**config.mk**
```make
export PLATFORM = sky130hd
export DESIGN_NAME = cturt_ram
export DESIGN_NICKNAME = d
export VERILOG_FILES = /design/src/rtl/cturt_ram.sv
export SDC_FILE = /design/constraint.sdc
export NUM_CORES = 1
export LEC_CHECK = 0
export ABC_AREA = 0
export BUFFER_PORTS_ARGS = -buffer_cell sky130_fd_sc_hd__buf_4
export CAP_MARGIN = 10
export CORE_MARGIN = 2
export CORE_UTILIZATION = 50
export CTS_CLUSTER_DIAMETER = 150
export DETAILED_ROUTE_END_ITERATION = 10
export PLACE_DENSITY = 0.76
export SLEW_MARGIN = 10
export SYNTH_ARGS = -nofsm -noshare
export SYNTH_HDL_FRONTEND = slang
export SYNTH_SLANG_ARGS = --single-unit
```
**constraint.sdc**
```tcl
create_clock -name clk_i -period 2.85 [get_ports clk_i]
set_input_delay 0.4275 -clock clk_i [delete_from_list [all_inputs] [get_ports clk_i]]
set_output_delay 0.4275 -clock clk_i [all_outputs]
set_load 0.005 [all_outputs]
```
**src/rtl/cturt_ram.sv**
```systemverilog
`timescale 1ns / 1ps
// ----------------------------------------------------------------------------
// cturt_ram - generic simple dual-port RAM
// One write port, one read port, registered read data.
// ----------------------------------------------------------------------------
module cturt_ram #(
  parameter int  Width = 8,
  parameter int  Depth = 16,
  localparam int Aw    = (Depth > 1) ? $clog2(Depth) : 1
) (
  input  logic             clk_i,
  input  logic             we_i,
  input  logic [Aw-1:0]    waddr_i,
  input  logic [Width-1:0] wdata_i,
  input  logic             re_i,
  input  logic [Aw-1:0]    raddr_i,
  output logic [Width-1:0] rdata_o
);

  logic [Width-1:0] mem_q [Depth];
  logic [Width-1:0] rdata_q;

  always_ff @(posedge clk_i) begin
    if (we_i) begin
      mem_q[waddr_i] <= wdata_i;
    end
    if (re_i) begin
      rdata_q <= mem_q[raddr_i];
    end
  end

  assign rdata_o = rdata_q;

endmodule

```
==> metrics.csv <==
metric,value,unit
antenna_found_initial,0,
initialDrtViolationCount,294,
core-area,10230,um^2
wire_per_inst,24.46,um
hpwl,6.004,mm
most-common-layout-cells,"edfxtp_1 (136), buf_4 (36), mux4_2 (18), a22oi_1 (16), clkbuf_16 (16)",
dp_slack,566.9,ps
rows,37,
drtPass1Iterations,4,
tightest_slew,931.0,ps
synth_ff_type,edfxtp_1,
drc,0,
ys_types,18,
dieHeight,106.3,um
globalRouteOverflowTotal,0,
start_kind,primary input,
cts.sinks,136,
dieArea,11290,um^2
pwr_density_cell,739.1,nW/um^2
cap_violations,0,
report.power.total,4.536,mW
ys_seq_elements,136,
drive_above_1_share,28.07,%
routed_wl,10.30,mm
finalHoldViolCount,0,
synth_seq_area_share,78.12,%
syn_inst,229,
final_common_cell,edfxtp_1,
grt_pass1_vias,2559,
clockBufferDepth,2,
fin_crit,1747,ps
place.port_buffers,26,
cp_max_fo,27,
cts_tree,built,
ys_warn_count,0,
area_delta_synth_final,17.40,%
antenna_cells,0,
status,"finished, final reports clean",
async_flop_share,0,%
cts_hold_buffers,0,
ctsResizeCount,0,
vias_per_cell,5.931,
worst_slack,1103,ps
final.setup.tns,0,ps
fin_skew,5.165,ps
min_path_type,in2reg,
crit-reg2reg-launch,mem_q[3][7],
vias,2497,
die_w,106.3,um
netlist_area,5228,um^2
synth_top_cell_area_share,78.12,%
ios,27,
root_buffer,clkbuf_8,
max_clock_freq,0.5725,GHz
grt_util_all_layers,19.99,%
start_util,51.09,%
crit_start,raddr_i[0],
worst_ep_arrival_time,2010,ps
syn_nets,248,
grt_pass1_wl,15.61,mm
syn_area_per_cell,22.83,um^2
crit_required,3110,ps
hp-start,re_i,
synth_edf_count,136,
h-tree-depth,4,
critPathKind,in2reg,
power.leakage,2.046,nW
place.gp.congestion,0.7266,
synth_area_leader_cell,edfxtp_1,
rsz0062_at_grt,no,
grt_max_degree,33,
relSlewSlack,37.70,%
synth_area_leaders,"edfxtp_1 (78%), mux4_2 (7.8%), mux4_1 (7.0%)",
final_max_slew_viol_count,0,
cts_buffers,17,
period_share,61.29,%
critPathCaptureType,flip-flop,
nNetsFinal,293,
postCtsSetupBuffers,0,
finalSetupViolCount,0,
vdd_drop_max,382.2,uV
clock_latency,510,ps
ant_nets,0,
clkTransAtPathRegs,60,ps
-- layout make-up --
cell class / instances / area (um^2)
clock buffers: 20 / 425.4
clock inverters: 10 / 130.1
fillers: 708 / 4094
multi-input cells: 83 / 1057
flip-flops and latches: 136 / 4084
well taps: 136 / 170.2
repair buffers: 36 / 270.3
-- final timing paths --
path | to | slack, ps | cells past startpoint
worst max-delay path | rdata_o[3] | 1100 | 5
worst min-delay path | rdata_o[0] | 210 | 1
worst max register to register | rdata_o[7] | 1300 | 3
worst min register to register | rdata_o[2] | 740 | 3
-- critical path, cell delays in order --
cell and delay [ps]:
buf_4 430, buf_4 270, mux4_1 580, a22oi_1 210, nand2_1 70
-- Yosys cell counts (all sizes together), types with 2 or more instances --
| master | instances |
|---|---|
| nand2 | 9 |
| clkdlybuf4s25 | 3 |
| nand2b | 2 |
| a22oi | 16 |
| nor2 | 13 |
| nor3 | 4 |
| mux4 | 32 |
| edfxtp | 136 |
| buf | 7 |
| nand3b | 2 |
-- power breakdown --
part	switching, mW	internal (mW)	total, mW
sequential	0.0147	2.25	2.27
combinational	0.115	0.0927	0.207
clock	0.748	1.31	2.06
-- routing by layer --
layer	wire length, um	track usage [%]	share of wire, %
met1	4368	27.95	42
met2	5104	30.40	50
met3	653	5.150	6.3
met4	170	8.177	1.7
met5	0	0	0
-- flip-flops by register name, indices dropped and copies added, names as in the netlist --
name     count
mem_q      128
rdata_o      8
-- metrics by stage --
step	instances	util [%]	hold slack [ps]	area [um^2]
2_1_floorplan	229	-	526.4	5228
3_3_place_gp	391	54.56	728.9	5582
3_5_place_dp	391	54.56	733.2	5582
5_1_grt	421	59.99	200.4	6137
4_1_cts	421	59.99	195.2	6137
6_report	421	59.99	208.9	6137
-- cells by family after synthesis --
kind of cell / share of synthesized area (%)
simple gates: 3.136
compound gates: 2.298
mux: 14.79
buf+inv: 1.651
flops: 78.12
Power figures use the tool's default switching activity.
