$ cat src/rtl/cturt_pkg.sv
`timescale 1ns / 1ps
// ----------------------------------------------------------------------------
// cturt_pkg - shared types and constants
// Table geometry, item and result layouts and opcodes of the code to
// Unicode range table.
// ----------------------------------------------------------------------------
package cturt_pkg;

  localparam int TABLE_DEPTH     = 4096;
  localparam int MAX_VALUE_BYTES = 8;

  localparam int ADDR_W  = (TABLE_DEPTH > 1) ? $clog2(TABLE_DEPTH) : 1;
  localparam int CUR_W   = $clog2(TABLE_DEPTH + 1);
  localparam int LEN_W   = 4;
  localparam int VAL_W   = 64;
  localparam int ENTRY_W = LEN_W + VAL_W;
  localparam int CODE_W  = 16;
  localparam int VSIZE_W = 4;

  localparam logic [VSIZE_W-1:0] VSIZE_RESET = 4'd2;

  localparam int IN_TDATA_W  = 88;
  localparam int IN_TUSER_W  = 2;
  localparam int OUT_TDATA_W = 104;

  typedef enum logic [1:0] {
    OP_ADD    = 2'd0,
    OP_CHECK  = 2'd1,
    OP_REWIND = 2'd2,
    OP_NEXT   = 2'd3
  } op_e;

  typedef struct packed {
    op_e                op;
    logic [CODE_W-1:0]  code;
    logic [LEN_W-1:0]   len;
    logic [VAL_W-1:0]   value;
  } item_t;

  typedef struct packed {
    logic               error;
    logic               identity;
    logic [VAL_W-1:0]   range_value;
    logic [LEN_W-1:0]   range_length;
    logic [CODE_W-1:0]  range_last;
    logic [CODE_W-1:0]  range_first;
    logic               range_found;
    logic               present;
  } res_t;

endpackage

$ cat src/rtl/cturt_obuf.sv
`timescale 1ns / 1ps
// ----------------------------------------------------------------------------
// cturt_obuf - output register
// Holds one result beat for the master stream and packs its fields.
// ----------------------------------------------------------------------------
module cturt_obuf import cturt_pkg::*; (
  input  logic                   clk_i,
  input  logic                   rst_ni,
  input  logic                   res_valid_i,
  output logic                   res_ready_o,
  input  res_t                   res_i,
  output logic                   out_valid_o,
  input  logic                   out_ready_i,
  output logic [OUT_TDATA_W-1:0] out_data_o
);

  logic out_valid_q, out_valid_d;
  res_t out_q;

  assign res_ready_o = !out_valid_q || out_ready_i;

  always_comb begin
    out_valid_d = out_valid_q && !out_ready_i;
    if (res_valid_i && res_ready_o) begin
      out_valid_d = 1'b1;
    end
  end

  always_ff @(posedge clk_i or negedge rst_ni) begin
    if (!rst_ni) begin
      out_valid_q <= 1'b0;
    end else begin
      out_valid_q <= out_valid_d;
    end
  end

  always_ff @(posedge clk_i) begin
    if (res_valid_i && res_ready_o) begin
      out_q <= res_i;
    end
  end

  assign out_valid_o = out_valid_q;
  assign out_data_o  = OUT_TDATA_W'(out_q);

endmodule

$ cat config.mk
export PLATFORM = sky130hd
export DESIGN_NAME = cturt_obuf
export DESIGN_NICKNAME = d
export VERILOG_FILES = /design/src/rtl/cturt_pkg.sv /design/src/rtl/cturt_obuf.sv
export SDC_FILE = /design/constraint.sdc
export NUM_CORES = 1
export LEC_CHECK = 0
export ABC_AREA = 1
export BUFFER_PORTS_ARGS = -buffer_cell sky130_fd_sc_hd__buf_2
export CAP_MARGIN = 40
export CORE_MARGIN = 2
export CORE_UTILIZATION = 44
export CTS_CLUSTER_SIZE = 14
export DETAILED_ROUTE_END_ITERATION = 8
export PLACE_DENSITY_LB_ADDON = 0.1
export SLEW_MARGIN = 20
export SYNTH_ARGS = -nofsm -noshare
export SYNTH_HDL_FRONTEND = slang
export SYNTH_SLANG_ARGS = --single-unit
$ cat constraint.sdc
create_clock -name clk_i -period 18.7 [get_ports clk_i]
set_clock_uncertainty 0.1 [all_clocks]
set_input_delay 5.61 -clock clk_i [delete_from_list [all_inputs] [get_ports clk_i]]
set_output_delay 5.61 -clock clk_i [all_outputs]
set_load 0.03 [all_outputs]
==> reports/results.ini, run 1 <==
[synth]
synth_edf_count = 104
synth.area.top_cells = edfxtp_1 99%, dfrtp_1 0.79%, inv_1 0.24%
yosysMostFrequentCell = edfxtp_1
synth_seq_cells = 105
synthTopCellsByCount = 104 x edfxtp_1, 2 x inv_1, 2 x nand2_1
synth_area_leader_cell = edfxtp_1
yosysWarnings = 0
ys_types = 5
ys.flop_type = edfxtp_1
syn-num-nets = 218
yosys.area.top_type_share_pct = 98.6
avgSynthCellArea_um2 = 28.8
synth_area_um2 = 3170
yosysSeqAreaShare_pct = 99.4
synthArstFlopShare_pct = 0.952
synth_cells = 110

[timing]
setup_violations = 0
min_period_ps = 11760
drv_slew = 0
worst_pin_slew_ps = 639
slew_headroom_pct = 57.4
timing.fmax_mhz = 85.0
rsz0062_at_grt = no
finalCritPeriodShare_pct = 62.9
hold_viol = 0
fin_setup_tns_ps = 0

[detailed_routing]
drtIter0Drc = 55
post_drt_via_cell_ratio = 4.32
drtPass1Iterations = 4
ant_nets = 0
drt_wl_total_mm = 6.56
drc = 0
wl_per_cell_um = 15.1
num_vias = 1882

[cts]
h-tree-depth = 3
root_buffer = clkbuf_8
cts_buffer_depth = 2
cts_tree = done
post_cts_resize_count = 0
clkLatencyLatePin_ps = 350
cts-buffers-inserted = 9
postCtsSetupBuffers = 0
clk_pin_slew_worst_paths_ps = 90
postCtsHoldBufs = 0
cts_sinks = 105

[worst_setup_path]
cp.required_ps = 12990
critPathCaptureType = output pin
start_kind = input port
crit_fanout = 2
worstSetupPathType = input port to output pin
arrival_ps = 6050

[cells_and_area]
final-instance-count-excl-fill = 436
multi_input_area_um2 = 23.8
nets = 444
seqCellArea_um2 = 3150
diodes = 0
n_fill_cell = 512
drive_above_1_share_pct = 67.6
syn2layout_area_growth_pct = 44.1
final_area_um2 = 4570

[power]
switchingPower_w = 0.000112
pwr-share-clk_pct = 28.5
sw_frac_of_total_pct = 24.2
p_int_w = 0.000351
power_frac_comb_pct = 11.8
max-vdd-ir-drop_mv = 0.0558
seqPwrFrac_pct = 59.7
p_leak_nw = 1.95
cellPowerDensity_nw_per_um2 = 102

[global_routing]
grt_start_max_net_pins = 54
track_usage_pct = 16.1
antenna_found_initial = 0
grt_pass1_vias = 1880
overflow = 0
grt_pass1_wl_mm = 8.96

[place]
dp_cells = 421
place_congestion = 0.716
placed_area_um2 = 4380
place_hpwl_mm = 4.94
port_buffers = 213

[floorplanning]
die_area_um2 = 7900
core_area_um2 = 6870
rows = 30
initial_utilization_pct = 46.1
die_w_um = 88.9
dieHeight_um = 88.9
io_pins = 214

[status]
status = finished, final reports clean

[hold_path]
worst_hold_path_type = register to register

[job]
maxCapViolations = 0

## per-stage QoR
stage | total power [W] | util, % | setup WS, ps | hold slack (ps)
floorplan | 0.000316 | - | 7130 | 795
global placement | 0.000337 | 63.8 | 6950 | 452
detailed placement | 0.000338 | 63.8 | 6940 | 482
CTS | 0.000468 | 66.5 | 6940 | 503
global route | 0.000481 | 66.5 | 6870 | 587
finish | 0.000464 | 66.5 | 6940 | 501
## kinds of logic (layout without fill, tap and decap cells)
| family | Yosys count | count (layout) | share of synthesized area [%] |
|---|---|---|---|
| DFF | 105 | 105 | 99.4 |
| AOI/OAI and AO/OA | 1 | 1 | 0.158 |
| buffers and inverters | 2 | 232 | 0.237 |
| and+or+nand+nor | 2 | 2 | 0.237 |
## power groups by stage
stage / logic [W] / registers (W) / clock network (W)
2_1_floorplan: 0.00000469 / 0.000311 / 0
3_3_place_gp: 0.0000550 / 0.000282 / 0
3_5_place_dp: 0.0000554 / 0.000282 / 0
4_1_cts: 0.0000555 / 0.000277 / 0.000136
5_1_grt: 0.0000581 / 0.000278 / 0.000145
6_report: 0.0000548 / 0.000277 / 0.000132
## per-layer routing
metal  global-route usage, %  vias to the layer above  wire (um)
li1                        -                      888          -
met1                    16.7                      858       2320
met2                    27.4                      127       3350
met3                    8.21                        9        777
met4                    6.75                        0        110
met5                       0                        -          0
## placed cells by master (no fill, tap or decap), drive strengths merged
master and instances:
clkbuf 10, clkinvlp 3, edfxtp 104, inv 2, clkinv 1, bufinv 1, nand2 2, dfrtp 1
a21oi 1, buf 215
## final cells by class
cell class                      count  share of cell area [%]
Tap cell                           96                    2.63
Inverter                            2                   0.164
Multi-Input combinational cell      3                   0.521
Clock inverter                      5                    1.26
Sequential cell                   105                    69.0
Timing Repair Buffer              215                    23.7
Clock buffer                       10                    2.80
## critical path: stages
cell and delay (ps):
buf_2 90, inv_1 100, nand2_1 70, buf_2 180
## final timing paths
kind	cells after the start	startpoint	slack, ps	end
worst max register to register	2	out_valid_o$_DFF_PN0_	17070	out_data_o[47]$_DFFE_PP_
max in group asynchronous	1	rst_ni	13500	out_valid_o$_DFF_PN0_
min in group asynchronous	1	rst_ni	4910	out_valid_o$_DFF_PN0_
worst min register to register	2	out_valid_o$_DFF_PN0_	500	out_valid_o$_DFF_PN0_
worst min-delay path	2	out_valid_o$_DFF_PN0_	500	out_valid_o$_DFF_PN0_
worst max-delay path	4	out_ready_i	6940	res_ready_o
## flip-flops by register name, summed over array words and instances, names as in the netlist
| register | cells |
|---|---|
| out_data_o | 104 |
| out_valid_o | 1 |
Power figures use the tool's default switching activity.
==> run 2: changes to the inputs <==
Settings changed: CORE_UTILIZATION 44 to 37.
Clock period 18.7 ns to 9.7 ns, I/O delays scaled along.
==> reports/results.ini, run 2 (synthesized netlist as in run 1, its figures left out) <==
[floorplanning]
initial_utilization_pct = 38.4
dieHeight_um = 96.5
die_area_um2 = 9320
die_w_um = 96.5
core_area_um2 = 8260
io_pins = 214
rows = 33

[power]
switchingPower_w = 0.000214
p_int_w = 0.000686
power_frac_comb_pct = 11.7
seqPwrFrac_pct = 59.3
p_leak_nw = 1.97
max-vdd-ir-drop_mv = 0.0876
sw_frac_of_total_pct = 23.7
cellPowerDensity_nw_per_um2 = 196
pwr-share-clk_pct = 29.0

[cts]
postCtsSetupBuffers = 0
cts_sinks = 105
h-tree-depth = 3
clk_pin_slew_worst_paths_ps = 100
cts_tree = done
root_buffer = clkbuf_8
clkLatencyLatePin_ps = 350
cts-buffers-inserted = 9
post_cts_resize_count = 0
postCtsHoldBufs = 0
cts_buffer_depth = 2

[status]
status = finished, final reports clean

[timing]
worst_pin_slew_ps = 715
timing.fmax_mhz = 157
drv_slew = 0
setup_violations = 0
hold_viol = 0
rsz0062_at_grt = no
fin_setup_tns_ps = 0
slew_headroom_pct = 52.3
finalCritPeriodShare_pct = 65.5
hold_slack_ps = 493
min_period_ps = 6360
finalWorstSetupSlack_ps = 3340

[place]
place_congestion = 0.721
dp_cells = 430
place_hpwl_mm = 4.92
port_buffers = 213
dpl_worst_slack_ps = 3340

[global_routing]
grt_pass1_wl_mm = 8.49
grt_pass1_vias = 1711
track_usage_pct = 12.9
antenna_found_initial = 1
grt_start_max_net_pins = 60
overflow = 0

[hold_path]
worst_hold_path_type = register to register

[worst_setup_path]
crit_fanout = 2
worstSetupPathType = input port to output pin
cp.required_ps = 6690
start_kind = input port
critPathCaptureType = output pin
arrival_ps = 3350

[cells_and_area]
drive_above_1_share_pct = 67.7
largest_reg_flops = 104
nets = 444
final_common_cell = buf_2
final-instance-count-excl-fill = 447
fin_util_pct = 55.6
final_cell_mix = 213 x buf_2, 104 x edfxtp_1, 10 x clkbuf_8
syn2layout_area_growth_pct = 44.9

[detailed_routing]
drt_wl_total_mm = 6.53
drtIter0Drc = 41
wl_per_cell_um = 14.6
post_drt_via_cell_ratio = 4.20
drtPass1Iterations = 4
num_vias = 1876
drc = 0
ant_nets = 0

[job]
maxCapViolations = 0

==> run 2: cell count changes in the layout (fill, tap and decap cells not counted), sizes merged <==
cell      change
clkinvlp      -2
diode         +1
clkinv        +2
clkbuf        +1
==> run 2: area by class of cell <==
class	instances	area (um2)
antenna	1	2.50
clock buffer	11	141
clock inverter	5	56.3
fill	714	3670
inverter	2	7.51
multi-input combinational	3	23.8
sequential	105	3150
tap	105	131
timing repair buffer	215	1080
==> run 2: worst max-delay path, cell delays in order <==
cell	delay [ps]
buf_2	90
inv_1	90
nand2_1	70
buf_2	180
==> run 2: worst paths after layout <==
kind | from | end | slack, ps | cells past startpoint
max in group asynchronous | rst_ni | out_valid_o$_DFF_PN0_ | 7210 | 1
max | out_ready_i | res_ready_o | 3340 | 4
max reg2reg | out_valid_o$_DFF_PN0_ | out_data_o[10]$_DFFE_PP_ | 8010 | 2
min | out_valid_o$_DFF_PN0_ | out_valid_o$_DFF_PN0_ | 490 | 2
min reg2reg | out_valid_o$_DFF_PN0_ | out_valid_o$_DFF_PN0_ | 490 | 2
min in group asynchronous | rst_ni | out_valid_o$_DFF_PN0_ | 2210 | 1
==> run 2: power by group through the flow <==
stage          Combinational [W]  Clock, W  Sequential [W]
2_1_floorplan         0.00000904         0        0.000599
3_3_place_gp            0.000106         0        0.000544
3_5_place_dp            0.000107         0        0.000544
4_1_cts                 0.000107  0.000271        0.000534
5_1_grt                 0.000112  0.000288        0.000536
6_report                0.000105  0.000261        0.000534
==> run 2: stage by stage <==
stage,power [W],area (um2)
6_report,0.000900,4590
3_3_place_gp,0.000650,4390
4_1_cts,0.000912,4590
5_1_grt,0.000937,4590
2_1_floorplan,0.000609,3170
3_5_place_dp,0.000651,4390
==> run 2: metal layers <==
metal	global-route usage, %	wire, um	vias to the layer above
met5	0	0	-
met4	5.28	90	0
met3	6.21	801	7
met2	22.2	3410	114
met1	13.4	2220	865
li1	-	-	890
==> run 3: changes to the inputs <==
Settings changed: ABC_AREA 1 to 0, CORE_UTILIZATION 37 to 41.
Clock period 9.7 ns to 6.67 ns, I/O delays scaled along.
==> reports/results.ini, run 3 <==
[status]
status = finished, final reports clean

[cts]
postCtsHoldBufs = 0
cts_sinks = 105
cts-buffers-inserted = 9
clk_pin_slew_worst_paths_ps = 90
root_buffer = clkbuf_8
clkLatencyLatePin_ps = 350
postCtsSetupBuffers = 0
h-tree-depth = 3
cts_tree = done
cts_buffer_depth = 2
post_cts_resize_count = 0

[synth]
yosysWarnings = 0
synth_edf_count = 104
syn-num-nets = 216
synthArstFlopShare_pct = 0.952
synth_area_leader_cell = edfxtp_1
avgSynthCellArea_um2 = 29.4
yosysSeqAreaShare_pct = 99.1
synthTopCellsByCount = 104 x edfxtp_1, 1 x and2_4, 1 x dfrtp_1, 1 x nand2b_1, 1 x nand2b_4
ys.flop_type = edfxtp_1
ys_types = 5
synth.area.top_cells = edfxtp_1 98%, dfrtp_1 0.79%, nand2b_4 0.43%
synth_cells = 108
yosysMostFrequentCell = edfxtp_1
yosys.area.top_type_share_pct = 98.3
synth_area_um2 = 3180
synth_seq_cells = 105

[detailed_routing]
num_vias = 1893
drt_wl_total_mm = 6.47
wl_per_cell_um = 14.7
ant_nets = 0
drc = 0
drtPass1Iterations = 4
drtIter0Drc = 53
post_drt_via_cell_ratio = 4.30

[worst_setup_path]
cpPeakStageDelay_ps = 170
reg2reg_depth = 3
critPathMostFrequentCell = buf_2
arrival_ps = 2400
critPathSlowestCell = buf_2
r2r_start = out_valid_o$_DFF_PN0_
start_kind = input port
critPathCaptureType = output pin
crit_fanout = 3
critPathBufInv = 2
worstSetupPathType = input port to output pin
cp.required_ps = 4570
r2r_end = out_data_o[89]$_DFFE_PP_
cp_cell_sequence = buf_2, nand2b_4, buf_2
r2r_slack_ps = 4430
crit_family = buffers and inverters

[cells_and_area]
final-instance-count-excl-fill = 440
multi_input_area_um2 = 28.8
diodes = 0
syn2layout_area_growth_pct = 43.5
final_area_um2 = 4560
n_fill_cell = 608
final_common_cell = buf_2
drive_above_1_share_pct = 67.5
seqCellArea_um2 = 3150
nets = 441
final_cell_mix = 213 x buf_2, 104 x edfxtp_1, 9 x clkbuf_8
largest_reg_flops = 104

[floorplanning]
die_w_um = 92.0
io_pins = 214
dieHeight_um = 92.0
initial_utilization_pct = 41.8
die_area_um2 = 8470
rows = 32
core_area_um2 = 7610

[global_routing]
antenna_found_initial = 0
grt_pass1_vias = 1886
track_usage_pct = 15.0
grt_pass1_wl_mm = 9.18
overflow = 0
grt_start_max_net_pins = 55

[timing]
worst_pin_slew_ps = 664
finalCritPeriodShare_pct = 67.5
hold_viol = 0
slew_headroom_pct = 55.7
min_period_ps = 4500
timing.fmax_mhz = 222
rsz0062_at_grt = no
finalWorstSetupSlack_ps = 2170
setup_violations = 0
fin_setup_tns_ps = 0
drv_slew = 0

[job]
maxCapViolations = 0

[power]
max-vdd-ir-drop_mv = 0.170
cellPowerDensity_nw_per_um2 = 284
p_leak_nw = 1.95

[place]
dpl_worst_slack_ps = 2170
port_buffers = 213
place_congestion = 0.719
placed_area_um2 = 4380
dp_cells = 424

[hold_path]
worst_hold_path_type = register to register
min_to = out_valid_o$_DFF_PN0_
hold_path_depth = 2
worstHoldStart = out_valid_o$_DFF_PN0_

==> run 3: logic make-up (layout without fill, tap and decap cells) <==
| family | Yosys count | after routing | synth area share, % |
|---|---|---|---|
| buffers and inverters | 0 | 230 | 0 |
| DFF | 105 | 105 | 99.1 |
| and+or+nand+nor | 3 | 3 | 0.906 |
==> run 3: layout make-up <==
cell class                      instances  area share [%]
Clock inverter                          3           0.933
Multi-Input combinational cell          3           0.631
Sequential cell                       105            69.0
Tap cell                              102            2.80
Timing Repair Buffer                  214            23.5
Clock buffer                           13            3.05
==> run 3: stage by stage <==
step / hold slack [ps] / total power, W / util, %
after floorplan: 686 / 0.000879 / -
after global placement: 431 / 0.000944 / 57.5
after detailed placement: 445 / 0.000946 / 57.5
after CTS: 472 / 0.00131 / 59.9
after global routing: 490 / 0.00134 / 59.9
final: 462 / 0.00130 / 59.9
==> run 3: worst max path at each step <==
stage / to / start / slack [ps] / cells after the start
final: res_ready_o / out_ready_i / 2170 / 3
after floorplan: res_ready_o / out_ready_i / 2400 / 1
after CTS: res_ready_o / out_ready_i / 2170 / 3
after global routing: res_ready_o / out_ready_i / 2160 / 3
after detailed placement: res_ready_o / out_ready_i / 2170 / 3
after global placement: res_ready_o / out_ready_i / 2170 / 3
==> run 3: worst register-to-register path, cell delays in order (launching register included) <==
cell and delay [ps]:
dfrtp_1 420, nand2b_4 80, and2_4 560, buf_4 690
==> run 3: metal layers <==
metal	global-route usage, %	up-vias	routed length, um
met5	0	-	0
met4	9.20	0	207
met3	6.66	18	838
met2	24.4	135	3150
met1	16.1	858	2280
li1	-	882	-
==> run 3: power breakdown <==
group,switching [W],total (W),internal (W)
sequential,0.00000743,0.000776,0.000768
clock,0.000194,0.000368,0.000174
combinational,0.000107,0.000153,0.0000457
total,0.000308,0.00130,0.000988
