File: config.mk
export PLATFORM = sky130hd
export DESIGN_NAME = cturt_core
export DESIGN_NICKNAME = d
export VERILOG_FILES = /design/src/rtl/cturt_pkg.sv /design/src/rtl/cturt_core.sv
export SDC_FILE = /design/constraint.sdc
export NUM_CORES = 1
export LEC_CHECK = 0
export BUFFER_PORTS_ARGS = -buffer_cell sky130_fd_sc_hd__buf_2
export CORE_MARGIN = 5
export CORE_UTILIZATION = 30
export DETAILED_ROUTE_END_ITERATION = 7
export SETUP_SLACK_MARGIN = 0.4
export SKIP_LAST_GASP = 1
export SYNTH_ARGS = -nofsm -noshare
export SYNTH_HDL_FRONTEND = slang
export SYNTH_SLANG_ARGS = --single-unit
File: constraint.sdc
create_clock -name clk_i -period 12.75 [get_ports clk_i]
set_input_delay 2.55 -clock clk_i [delete_from_list [all_inputs] [get_ports clk_i]]
set_output_delay 2.55 -clock clk_i [all_outputs]
set_load 0.005 [all_outputs]
File: src/rtl/cturt_pkg.sv
`timescale 1ns / 1ps
// ----------------------------------------------------------------------------
// cturt_pkg - shared types and constants
// Table geometry, item and result layouts and opcodes of the code to
// Unicode range table.
// ----------------------------------------------------------------------------
package cturt_pkg;

  localparam int TABLE_DEPTH     = 4096;
  localparam int MAX_VALUE_BYTES = 8;

  localparam int ADDR_W  = (TABLE_DEPTH > 1) ? $clog2(TABLE_DEPTH) : 1;
  localparam int CUR_W   = $clog2(TABLE_DEPTH + 1);
  localparam int LEN_W   = 4;
  localparam int VAL_W   = 64;
  localparam int ENTRY_W = LEN_W + VAL_W;
  localparam int CODE_W  = 16;
  localparam int VSIZE_W = 4;

  localparam logic [VSIZE_W-1:0] VSIZE_RESET = 4'd2;

  localparam int IN_TDATA_W  = 88;
  localparam int IN_TUSER_W  = 2;
  localparam int OUT_TDATA_W = 104;

  typedef enum logic [1:0] {
    OP_ADD    = 2'd0,
    OP_CHECK  = 2'd1,
    OP_REWIND = 2'd2,
    OP_NEXT   = 2'd3
  } op_e;

  typedef struct packed {
    op_e                op;
    logic [CODE_W-1:0]  code;
    logic [LEN_W-1:0]   len;
    logic [VAL_W-1:0]   value;
  } item_t;

  typedef struct packed {
    logic               error;
    logic               identity;
    logic [VAL_W-1:0]   range_value;
    logic [LEN_W-1:0]   range_length;
    logic [CODE_W-1:0]  range_last;
    logic [CODE_W-1:0]  range_first;
    logic               range_found;
    logic               present;
  } res_t;

endpackage

File: src/rtl/cturt_core.sv
`timescale 1ns / 1ps
// ----------------------------------------------------------------------------
// cturt_core - table sequencer
// Clears the table after reset, runs add, check, rewind and the next-range
// walk against the entry RAM, and holds one finished result.
// ----------------------------------------------------------------------------
module cturt_core import cturt_pkg::*; (
  input  logic               clk_i,
  input  logic               rst_ni,
  input  logic               in_valid_i,
  output logic               in_ready_o,
  input  item_t              in_item_i,
  input  logic               cfg_valid_i,
  output logic               cfg_ready_o,
  input  logic [VSIZE_W-1:0] cfg_data_i,
  output logic               res_valid_o,
  input  logic               res_ready_i,
  output res_t               res_o,
  output logic               ram_we_o,
  output logic [ADDR_W-1:0]  ram_waddr_o,
  output logic [ENTRY_W-1:0] ram_wdata_o,
  output logic               ram_re_o,
  output logic [ADDR_W-1:0]  ram_raddr_o,
  input  logic [ENTRY_W-1:0] ram_rdata_i
);

  typedef enum logic [4:0] {
    ST_CLEAR  = 5'b00001,
    ST_IDLE   = 5'b00010,
    ST_CHECK  = 5'b00100,
    ST_SEEK   = 5'b01000,
    ST_EXTEND = 5'b10000
  } state_e;

  state_e             st_q, st_d;
  logic [ADDR_W-1:0]  clr_q, clr_d;
  logic [CUR_W-1:0]   cursor_q, cursor_d;
  logic [CUR_W-1:0]   idx_q, idx_d;
  logic [ADDR_W-1:0]  first_q, first_d;
  logic [LEN_W-1:0]   flen_q, flen_d;
  logic [VAL_W-1:0]   fval_q, fval_d;
  logic [7:0]         c0_q, c0_d;
  logic [7:0]         c2_q, c2_d;
  logic               ident_q, ident_d;
  logic [VSIZE_W-1:0] vsize_q, vsize_d;
  logic               res_valid_q, res_valid_d;
  res_t               res_q, res_d;

  logic [VSIZE_W-1:0] eff_size;
  logic [LEN_W-1:0]   rd_len;
  logic [VAL_W-1:0]   rd_val;
  logic [7:0]         rd_b0, rd_b1;
  logic [CUR_W-1:0]   nxt;
  logic [7:0]         c2n;
  logic               accept;
  logic               add_err;

  function automatic logic [VAL_W-1:0] keep_top(logic [VAL_W-1:0] v, logic [LEN_W-1:0] n);
    logic [VAL_W-1:0] m;
    m = '0;
    for (int k = 0; k < MAX_VALUE_BYTES; k++) begin
      if (k < int'(n)) begin
        m[VAL_W-1-8*k -: 8] = 8'hFF;
      end
    end
    return v & m;
  endfunction

  function automatic logic [31:0] top_word(logic [VAL_W-1:0] v, logic [LEN_W-1:0] n);
    logic [31:0] w;
    case (n)
      4'd1:    w = {24'b0, v[63:56]};
      4'd2:    w = {16'b0, v[63:48]};
      4'd3:    w = {8'b0, v[63:40]};
      4'd4:    w = v[63:32];
      default: w = '0;
    endcase
    return w;
  endfunction

  function automatic logic scan_stop(logic [CUR_W-1:0] j, logic [7:0] c2);
    logic [31:0] jx;
    jx = 32'(j);
    return (jx >= TABLE_DEPTH) || (jx[7:0] == 8'd0) || (c2 == 8'd0);
  endfunction

  always_comb begin
    if (vsize_q == '0) begin
      eff_size = VSIZE_W'(1);
    end else if (32'(vsize_q) > MAX_VALUE_BYTES) begin
      eff_size = VSIZE_W'(MAX_VALUE_BYTES);
    end else begin
      eff_size = vsize_q;
    end
  end

  assign rd_len = ram_rdata_i[ENTRY_W-1 -: LEN_W];
  assign rd_val = ram_rdata_i[VAL_W-1:0];
  assign rd_b0  = rd_val[63:56];
  assign rd_b1  = (eff_size > VSIZE_W'(1)) ? rd_val[55:48] : 8'd0;

  assign in_ready_o  = (st_q == ST_IDLE) && (!res_valid_q || res_ready_i);
  assign accept      = in_valid_i && in_ready_o;
  assign cfg_ready_o = 1'b1;
  assign add_err     = (32'(in_item_i.code) >= TABLE_DEPTH) ||
                       (32'(in_item_i.len) > 32'(eff_size));

  always_comb begin
    st_d        = st_q;
    clr_d       = clr_q;
    cursor_d    = cursor_q;
    idx_d       = idx_q;
    first_d     = first_q;
    flen_d      = flen_q;
    fval_d      = fval_q;
    c0_d        = c0_q;
    c2_d        = c2_q;
    ident_d     = ident_q;
    vsize_d     = cfg_valid_i ? cfg_data_i : vsize_q;
    res_valid_d = res_valid_q && !res_ready_i;
    res_d       = res_q;
    ram_we_o    = 1'b0;
    ram_waddr_o = in_item_i.code[ADDR_W-1:0];
    ram_wdata_o = {in_item_i.len, keep_top(in_item_i.value, in_item_i.len)};
    ram_re_o    = 1'b0;
    ram_raddr_o = in_item_i.code[ADDR_W-1:0];
    nxt         = idx_q + CUR_W'(1);
    c2n         = c2_q + 8'd1;

    unique case (st_q)
      ST_CLEAR: begin
        ram_we_o    = 1'b1;
        ram_waddr_o = clr_q;
        ram_wdata_o = '0;
        clr_d       = clr_q + ADDR_W'(1);
        if (clr_q == ADDR_W'(TABLE_DEPTH - 1)) begin
          st_d = ST_IDLE;
        end
      end
      ST_IDLE: begin
        if (accept) begin
          res_d = '0;
          unique case (in_item_i.op)
            OP_ADD: begin
              if (!add_err) begin
                ram_we_o = 1'b1;
                if (in_item_i.len <= LEN_W'(4) &&
                    top_word(in_item_i.value, in_item_i.len) != {16'b0, in_item_i.code}) begin
                  ident_d = 1'b0;
                end
              end
              res_d.error    = add_err;
              res_d.identity = add_err ? ident_q : ident_d;
              res_valid_d    = 1'b1;
            end
            OP_CHECK: begin
              if (32'(in_item_i.code) >= TABLE_DEPTH) begin
                res_d.identity = ident_q;
                res_valid_d    = 1'b1;
              end else begin
                ram_re_o = 1'b1;
                st_d     = ST_CHECK;
              end
            end
            OP_REWIND: begin
              cursor_d       = '0;
              res_d.identity = ident_q;
              res_valid_d    = 1'b1;
            end
            OP_NEXT: begin
              if (32'(cursor_q) >= TABLE_DEPTH) begin
                res_d.identity = ident_q;
                res_valid_d    = 1'b1;
              end else begin
                ram_re_o    = 1'b1;
                ram_raddr_o = cursor_q[ADDR_W-1:0];
                idx_d       = cursor_q;
                st_d        = ST_SEEK;
              end
            end
            default: ;
          endcase
        end
      end
      ST_CHECK: begin
        res_d          = '0;
        res_d.present  = (rd_len != '0);
        res_d.identity = ident_q;
        res_valid_d    = 1'b1;
        st_d           = ST_IDLE;
      end
      ST_SEEK: begin
        if (rd_len == '0) begin
          if (32'(nxt) >= TABLE_DEPTH) begin
            res_d          = '0;
            res_d.identity = ident_q;
            res_valid_d    = 1'b1;
            st_d           = ST_IDLE;
          end else begin
            ram_re_o    = 1'b1;
            ram_raddr_o = nxt[ADDR_W-1:0];
            idx_d       = nxt;
          end
        end else begin
          c2n     = rd_b1 + 8'd1;
          first_d = idx_q[ADDR_W-1:0];
          flen_d  = rd_len;
          fval_d  = rd_val;
          c0_d    = rd_b0;
          c2_d    = c2n;
          if (scan_stop(nxt, c2n)) begin
            res_d              = '0;
            res_d.range_found  = 1'b1;
            res_d.range_first  = CODE_W'(idx_q);
            res_d.range_last   = CODE_W'(idx_q);
            res_d.range_length = rd_len;
            res_d.range_value  = rd_val;
            res_d.identity     = ident_q;
            res_valid_d        = 1'b1;
            cursor_d           = nxt;
            st_d               = ST_IDLE;
          end else begin
            ram_re_o    = 1'b1;
            ram_raddr_o = nxt[ADDR_W-1:0];
            idx_d       = nxt;
            st_d        = ST_EXTEND;
          end
        end
      end
      ST_EXTEND: begin
        if (rd_b0 == c0_q && rd_b1 == c2_q && !scan_stop(nxt, c2n)) begin
          ram_re_o    = 1'b1;
          ram_raddr_o = nxt[ADDR_W-1:0];
          idx_d       = nxt;
          c2_d        = c2n;
        end else begin
          res_d              = '0;
          res_d.range_found  = 1'b1;
          res_d.range_first  = CODE_W'(first_q);
          res_d.range_length = flen_q;
          res_d.range_value  = fval_q;
          res_d.identity     = ident_q;
          res_valid_d        = 1'b1;
          st_d               = ST_IDLE;
          if (rd_b0 == c0_q && rd_b1 == c2_q) begin
            res_d.range_last = CODE_W'(idx_q);
            cursor_d         = nxt;
          end else begin
            res_d.range_last = CODE_W'(idx_q - CUR_W'(1));
            cursor_d         = idx_q;
          end
        end
      end
      default: st_d = ST_IDLE;
    endcase
  end

  always_ff @(posedge clk_i or negedge rst_ni) begin
    if (!rst_ni) begin
      st_q        <= ST_CLEAR;
      clr_q       <= '0;
      cursor_q    <= '0;
      ident_q     <= 1'b1;
      vsize_q     <= VSIZE_RESET;
      res_valid_q <= 1'b0;
    end else begin
      st_q        <= st_d;
      clr_q       <= clr_d;
      cursor_q    <= cursor_d;
      ident_q     <= ident_d;
      vsize_q     <= vsize_d;
      res_valid_q <= res_valid_d;
    end
  end

  always_ff @(posedge clk_i) begin
    idx_q   <= idx_d;
    first_q <= first_d;
    flen_q  <= flen_d;
    fval_q  <= fval_d;
    c0_q    <= c0_d;
    c2_q    <= c2_d;
    res_q   <= res_d;
  end

  assign res_valid_o = res_valid_q;
  assign res_o       = res_q;

`ifndef SYNTHESIS
  a_ext_in_block: assert property (@(posedge clk_i) disable iff (!rst_ni)
    st_q == ST_EXTEND |-> (32'(idx_q) & 32'hFF) != 32'd0)
    else $error("range walk crossed a 256-code block");

  a_cursor_range: assert property (@(posedge clk_i) disable iff (!rst_ni)
    32'(cursor_q) <= TABLE_DEPTH)
    else $error("scan cursor beyond table");

  a_write_ctx: assert property (@(posedge clk_i) disable iff (!rst_ni)
    ram_we_o |-> st_q == ST_CLEAR || (accept && in_item_i.op == OP_ADD))
    else $error("table write outside clear or add");

  a_busy_slot_free: assert property (@(posedge clk_i) disable iff (!rst_ni)
    (st_q == ST_CHECK || st_q == ST_SEEK || st_q == ST_EXTEND) |-> !res_valid_q)
    else $error("result slot occupied during table walk");

  a_res_hold: assert property (@(posedge clk_i) disable iff (!rst_ni)
    res_valid_q && !res_ready_i |=> res_valid_q && $stable(res_q))
    else $error("pending result lost");
`endif

endmodule

==> results of run 1 <==
==> sequential cells by signal (all words and copies together) (netlist names) <==
name / count
clr_q: 12
fval_q: 64
res_valid_o: 1
res_o: 99
idx_q: 13
flen_q: 4
vsize_q: 4
first_q: 12
c2_q: 8
ident_q: 1
cursor_q: 13
st_q: 5
==> power breakdown <==
group	leakage [nW]	internal (mW)	switching [mW]
registers	2.34	0.939	0.0429
logic	3.35	0.135	0.201
clock network	0.387	0.409	0.314
==> layout by cell type, fill, tap and decap left out, types with 32 or more instances in the layout <==
cell type,netlist,layout
buf_2,4,359
edfxtp_1,200,200
nand2_1,95,95
a22o_1,70,70
o21ai_0,67,67
nor2_1,66,65
and2_1,60,60
xnor2_1,39,39
a21oi_1,33,33
dfrtp_1,33,33
nand3_1,32,32
==> worst paths after layout <==
kind	to	slack, ns	cells past startpoint
max	ram_raddr_o[6]	4.52	10
min	ident_q$_DFFE_PN1P_	0.46	1
max reg2reg	res_o[3]$_DFFE_PP_	8.05	9
min reg2reg	ident_q$_DFFE_PN1P_	0.46	1
max in group asynchronous	vsize_q[0]$_DFFE_PN0P_	10.09	1
min in group asynchronous	clr_q[4]$_DFFE_PN0N_	2.10	1
==> cells in the mapped netlist (all sizes together) (17+ instances only) <==
master / instances
buf: 17
and2: 60
nand3: 32
and3: 19
clkbuf: 58
nand2: 95
a22o: 70
xnor2: 39
o21ai: 67
dfrtp: 33
edfxtp: 200
xor2: 17
a21oi: 33
inv: 31
a22oi: 17
nor2: 66
==> routing by layer <==
layer	track usage, %	part of all wire, %	up-vias	wire length (um)
met5	0	0.042	-	18
met3	3.483	7.4	76	3164
met1	23.61	41	4978	17460
met4	5.455	3.0	4	1305
met2	31.94	49	502	20940
li1	-	-	4715	-
==> area by class of cell <==
type / count / area (um^2)
diodes: 1 / 2.502
clock buffers: 32 / 694.4
clock inverters: 16 / 121.4
fillers: 3921 / 24500
inverters: 31 / 121.4
multi-input cells: 726 / 4773
flip-flops and latches: 236 / 6910
well taps: 525 / 656.9
repair buffers: 379 / 1947
==> logic make-up after synthesis <==
family                   after synthesis  share of synthesized area, %
AO/OA/AOI/OAI                        281                         17.27
XOR/XNOR                              56                         4.063
adder cells (fa/ha/maj)                9                        0.9328
buffers and inverters                106                         3.586
flip-flops                           236                         57.24
multiplexers                           8                        0.7359
other                                  2                       0.06221
AND/OR/NAND/NOR                      368                         16.12
==> impl_metrics.env, run 1 <==
export IMPL_synth_avg_cell_area_um2=11.33
export IMPL_dieArea_um2=44350
export IMPL_cp_slowest_cell="a2111oi_1"
export IMPL_crit_chain="buf_2, inv_1, a22o_1, a2111oi_1, nand4_4, or4b_4, a211oi_4, buf_4, o221ai_1, buf_2"
export IMPL_power_leakage_nw=6.078
export IMPL_crit_arrival_ns=5.68
export IMPL_cts_repair_resize_count=0
export IMPL_dp_hpwl_um=32950
export IMPL_grt_max_degree=99
export IMPL_syn_inst=1066
export IMPL_cts_htree_levels=1
export IMPL_critPathBufInv=4
export IMPL_num_vias=10275
export IMPL_worstReg2RegStart="idx_q[0]$_DFFE_PP_"
export IMPL_antenna_found_initial=3
export IMPL_hold_viol_final=0
export IMPL_cpMostUsedCell="buf_2"
export IMPL_relSlewSlack_pct=27.91
export IMPL_cts_hold_buf=0
export IMPL_synth_top_area_share_pct=49.75
export IMPL_drive_above_1_share_pct=31.90
export IMPL_instances_no_fill=1946
export IMPL_wirelength_um=42890
export IMPL_cts_sinks=236
export IMPL_ir_drop_mv=0.1043
export IMPL_clk_pin_slew_worst_paths_ns=0.05
export IMPL_synth_ff_type="edfxtp_1"
export IMPL_dp_slack_ns=4.565
export IMPL_yosys_warnings=0
export IMPL_dpl_cell_area_um2=14410
export IMPL_hp_class="register to register"
export IMPL_insertion_delay_ns=0.56
export IMPL_grt_pass1_wl_um=63940
export IMPL_synth_edf_count=200
export IMPL_first_pass_iters=5
export IMPL_synth_seq_cells=236
export IMPL_async_reset_ff_share_pct=15.25
export IMPL_cpPeakStageDelay_ns=0.81
export IMPL_grt_overflow=0
export IMPL_cp_startpoint="ram_rdata_i[51]"
export IMPL_gp_congestion=0.9479
export IMPL_period_share_pct=64.54
export IMPL_crit_type="input pin to output pin"
export IMPL_drv_cap=0
export IMPL_cp_top_family="compound AO/OA/AOI/OAI gates"
export IMPL_io_pin_count=364
export IMPL_stdcell_area_um2=15230
export IMPL_drc=0
export IMPL_die_y_um=210.6
export IMPL_fp_dieW_um=210.6
export IMPL_hold_start="ident_q$_DFFE_PN1P_"
export IMPL_syn_cell_area_um2=12070
export IMPL_worstMarginPinSlew_ns=1.081
export IMPL_ant_nets=0
export IMPL_drt_iter0_markers=811
export IMPL_power_density_nw_per_um2=134.1
export IMPL_port_buffers=359
export IMPL_max_freq_mhz=121.5
export IMPL_core_area_um2=39730
export IMPL_cts_inserted_buffers=27
export IMPL_grt_setup_unrepaired="false"
export IMPL_min_period_ns=8.229
export IMPL_start_util_pct=30.39
export IMPL_finalPower_mw=2.041
export IMPL_area_growth_pct=26.13
export IMPL_rows=73
export IMPL_finClkSkew_ns=0.02236
export IMPL_grt_usage_pct=18.46
export IMPL_fin_hold_ws_ns=0.4624
export IMPL_synth_area_top_cells="edfxtp_1 (50%), dfrtp_1 (6.8%), a22o_1 (5.1%)"
export IMPL_tns_ns=0
export IMPL_drv_slew=0
export IMPL_yosys_cell_types_count=70
export IMPL_setup_viol_count_final=0
export IMPL_critical_path_required_ns=10.20
export IMPL_worstPathMaxFanout=25
export IMPL_cts_tree="built"
export IMPL_status="finished, final reports clean"
export IMPL_dp_cells=1897
export IMPL_cts_root_buf="clkbuf_16"
export IMPL_fin_nets=1573
export IMPL_worstSetupEndpointType="output pin"
export IMPL_avgViaCountPerCell=5.280
export IMPL_fin_util_pct=38.32
export IMPL_wl_per_cell_um=22.04
export IMPL_post_cts_buffers=0
export IMPL_cts_buffer_depth=3
export IMPL_cp_start_kind="input pin"
export IMPL_finalWorstSetupSlack_ns=4.521
export IMPL_yosysSeqAreaShare_pct=57.24
export IMPL_grt_pass1_vias=10328
export IMPL_yosysTopAreaCell="edfxtp_1"
Note: power is estimated with default switching activity, not from simulation.
==> inputs of run 2 (changes only) <==
Clock period 12.75 ns to 8.1 ns, I/O delays scaled along.
==> run 2 against run 1 <==
  * Flip-flop and latch count is the same
  * Die area unchanged
  * Clock power up 66%
  * Final cell count about the same
  * Utilization rose by 0.069 points
  * Clock-buffer cell count rose by 3
  * Total power is 60% higher
  * Global-route usage shrank 0.088 points
  * Combinational power up 58%
  * Final area up 0.18%
  * First-iteration DRC count shrank 14%
  * Critical path depth fell by 1
  * Critical path type unchanged
  * Critical endpoint is now ram_raddr_o[5]
  * Largest cell class unchanged
==> impl_metrics.env, run 2 (synthesis gave the netlist of run 1 again) <==
export IMPL_cts_inserted_buffers=29
export IMPL_worstReg2RegStart="idx_q[0]$_DFFE_PP_"
export IMPL_avgViaCountPerCell=5.242
export IMPL_drive_above_1_share_pct=31.97
export IMPL_grt_max_degree=84
export IMPL_wirelength_um=42820
export IMPL_critPathBufInv=3
export IMPL_drc=0
export IMPL_dp_slack_ns=1.461
export IMPL_worstSetupEndpointType="output pin"
export IMPL_num_vias=10196
export IMPL_final_cell_mix="buf_2 (359), edfxtp_1 (200), nand2_1 (95)"
export IMPL_crit_chain="buf_2, inv_1, a22o_1, a2111oi_1, nand4_4, or4b_4, a211oi_4, o221ai_1, buf_2"
export IMPL_fin_nets=1572
export IMPL_period_share_pct=81.84
export IMPL_worstMarginPinSlew_ns=1.317
export IMPL_crit_type="input pin to output pin"
export IMPL_power_leakage_nw=6.092
export IMPL_finClkSkew_ns=0.02601
export IMPL_grt_usage_pct=18.37
export IMPL_cp_depth=9
export IMPL_fp_dieW_um=210.6
export IMPL_ir_drop_mv=0.1613
export IMPL_grt_setup_unrepaired="false"
export IMPL_ant_nets=0
export IMPL_critical_path_required_ns=6.48
export IMPL_cpMostUsedCell="buf_2"
export IMPL_hp_class="register to register"
export IMPL_antenna_found_initial=2
export IMPL_dieArea_um2=44350
export IMPL_drv_cap=0
export IMPL_crit_end="ram_raddr_o[5]"
export IMPL_cts_htree_levels=1
export IMPL_min_period_ns=6.629
export IMPL_cp_top_family="compound AO/OA/AOI/OAI gates"
export IMPL_setup_viol_count_final=0
export IMPL_nFillCells=3943
export IMPL_post_cts_buffers=0
export IMPL_status="finished, final reports clean"
export IMPL_io_pin_count=364
export IMPL_relSlewSlack_pct=11.37
export IMPL_grt_pass1_wl_um=63590
export IMPL_cts_hold_buf=0
export IMPL_max_freq_mhz=150.9
export IMPL_cts_tree="built"
export IMPL_dp_hpwl_um=32310
export IMPL_grt_overflow=0
export IMPL_start_util_pct=30.39
export IMPL_cpPeakStageDelay_ns=0.92
export IMPL_area_growth_pct=26.35
export IMPL_cp_startpoint="ram_rdata_i[51]"
export IMPL_cts_sinks=236
export IMPL_gp_congestion=0.9889
export IMPL_r2r_cells=8
export IMPL_drt_iter0_markers=694
export IMPL_crit_arrival_ns=5.01
export IMPL_grt_pass1_vias=10403
export IMPL_rows=73
export IMPL_tns_ns=0
export IMPL_drv_slew=0
export IMPL_first_pass_iters=7
export IMPL_r2r_slack_ns=3.68
export IMPL_power_density_nw_per_um2=214.4
export IMPL_final_common_cell="buf_2"
export IMPL_finalWorstSetupSlack_ns=1.471
export IMPL_insertion_delay_ns=0.55
export IMPL_core_area_um2=39730
export IMPL_clk_pin_slew_worst_paths_ns=0.06
export IMPL_worstPathMaxFanout=15
export IMPL_cp_slowest_cell="a211oi_4"
export IMPL_cts_buffer_depth=3
export IMPL_hold_viol_final=0
export IMPL_cts_root_buf="clkbuf_16"
export IMPL_die_y_um=210.6
export IMPL_cp_start_kind="input pin"
export IMPL_reg2reg_to="idx_q[1]$_DFFE_PP_"
export IMPL_wl_per_cell_um=22.01
export IMPL_cts_repair_resize_count=0
export IMPL_largest_register_ffs=99
export IMPL_diodes=0
export IMPL_port_buffers=359
## run 2: changes by cell type in the layout (fill, tap and decap cells not counted)
| cell | delta |
|---|---|
| clkinv_2 | +1 |
| nor2_2 | -1 |
| buf_4 | -3 |
| clkbuf_1 | +1 |
| clkinv_4 | +2 |
| nor2_1 | +1 |
| inv_16 | -1 |
| clkinv_1 | -3 |
| clkbuf_16 | +2 |
| diode_2 | -1 |
| clkinvlp_4 | -1 |
| inv_6 | +2 |
## run 2: power breakdown
part           leakage, nW  switching, mW  internal (mW)
Combinational         3.33          0.319          0.212
Clock                0.420          0.507          0.689
Sequential            2.34         0.0650           1.48
## run 2: worst min-delay path by stage
stage | startpoint | end | slack [ns] | cells after the start
2_1_floorplan | idx_q[2]$_DFFE_PP_ | first_q[2]$_DFFE_PP_ | 0.42 | 0
3_3_place_gp | ident_q$_DFFE_PN1P_ | ident_q$_DFFE_PN1P_ | 0.45 | 1
3_5_place_dp | ident_q$_DFFE_PN1P_ | ident_q$_DFFE_PN1P_ | 0.46 | 1
4_1_cts | ident_q$_DFFE_PN1P_ | ident_q$_DFFE_PN1P_ | 0.46 | 1
5_1_grt | ident_q$_DFFE_PN1P_ | ident_q$_DFFE_PN1P_ | 0.48 | 1
6_report | ident_q$_DFFE_PN1P_ | ident_q$_DFFE_PN1P_ | 0.47 | 1
## run 2: worst register-to-register path, cell delays in order, from the launching register on
cell and delay, ns:
edfxtp_1 0.67, ha_1 0.38, nand2_1 0.19, nor4_1 0.60
xnor2_1 0.30, o21a_1 0.21, or4b_4 0.50, a211oi_4 0.92
buf_4 0.35
## run 2: metrics by stage
stage | util, % | total power [mW] | instance area (um^2) | hold WS, ns | cells
floorplan | - | 1.819 | 12090 | 0.4206 | 1068
global placement | 36.20 | 2.102 | 14380 | 0.4518 | 1894
detailed placement | 36.20 | 2.108 | 14380 | 0.4551 | 1894
CTS | 38.39 | 3.321 | 15250 | 0.4636 | 1945
global route | 38.39 | 3.433 | 15250 | 0.4763 | 1945
finish | 38.39 | 3.270 | 15250 | 0.4663 | 1945
## run 2: area by class of cell
cell class	instances	area [um^2]	area share (%)
Clock buffer	35	748.2	4.905
Clock inverter	16	122.6	0.8038
Inverter	31	121.4	0.7956
Multi-Input combinational cell	726	4771	31.27
Sequential cell	236	6910	45.30
Tap cell	525	656.9	4.306
Timing Repair Buffer	376	1924	12.61
## run 2: routing by layer
metal | track usage [%] | vias to the layer above | wire (um)
met1 | 23.46 | 4930 | 17350
met3 | 3.453 | 65 | 3338
met5 | 0 | - | 13
met2 | 30.75 | 489 | 20190
met4 | 7.624 | 2 | 1918
li1 | - | 4710 | -
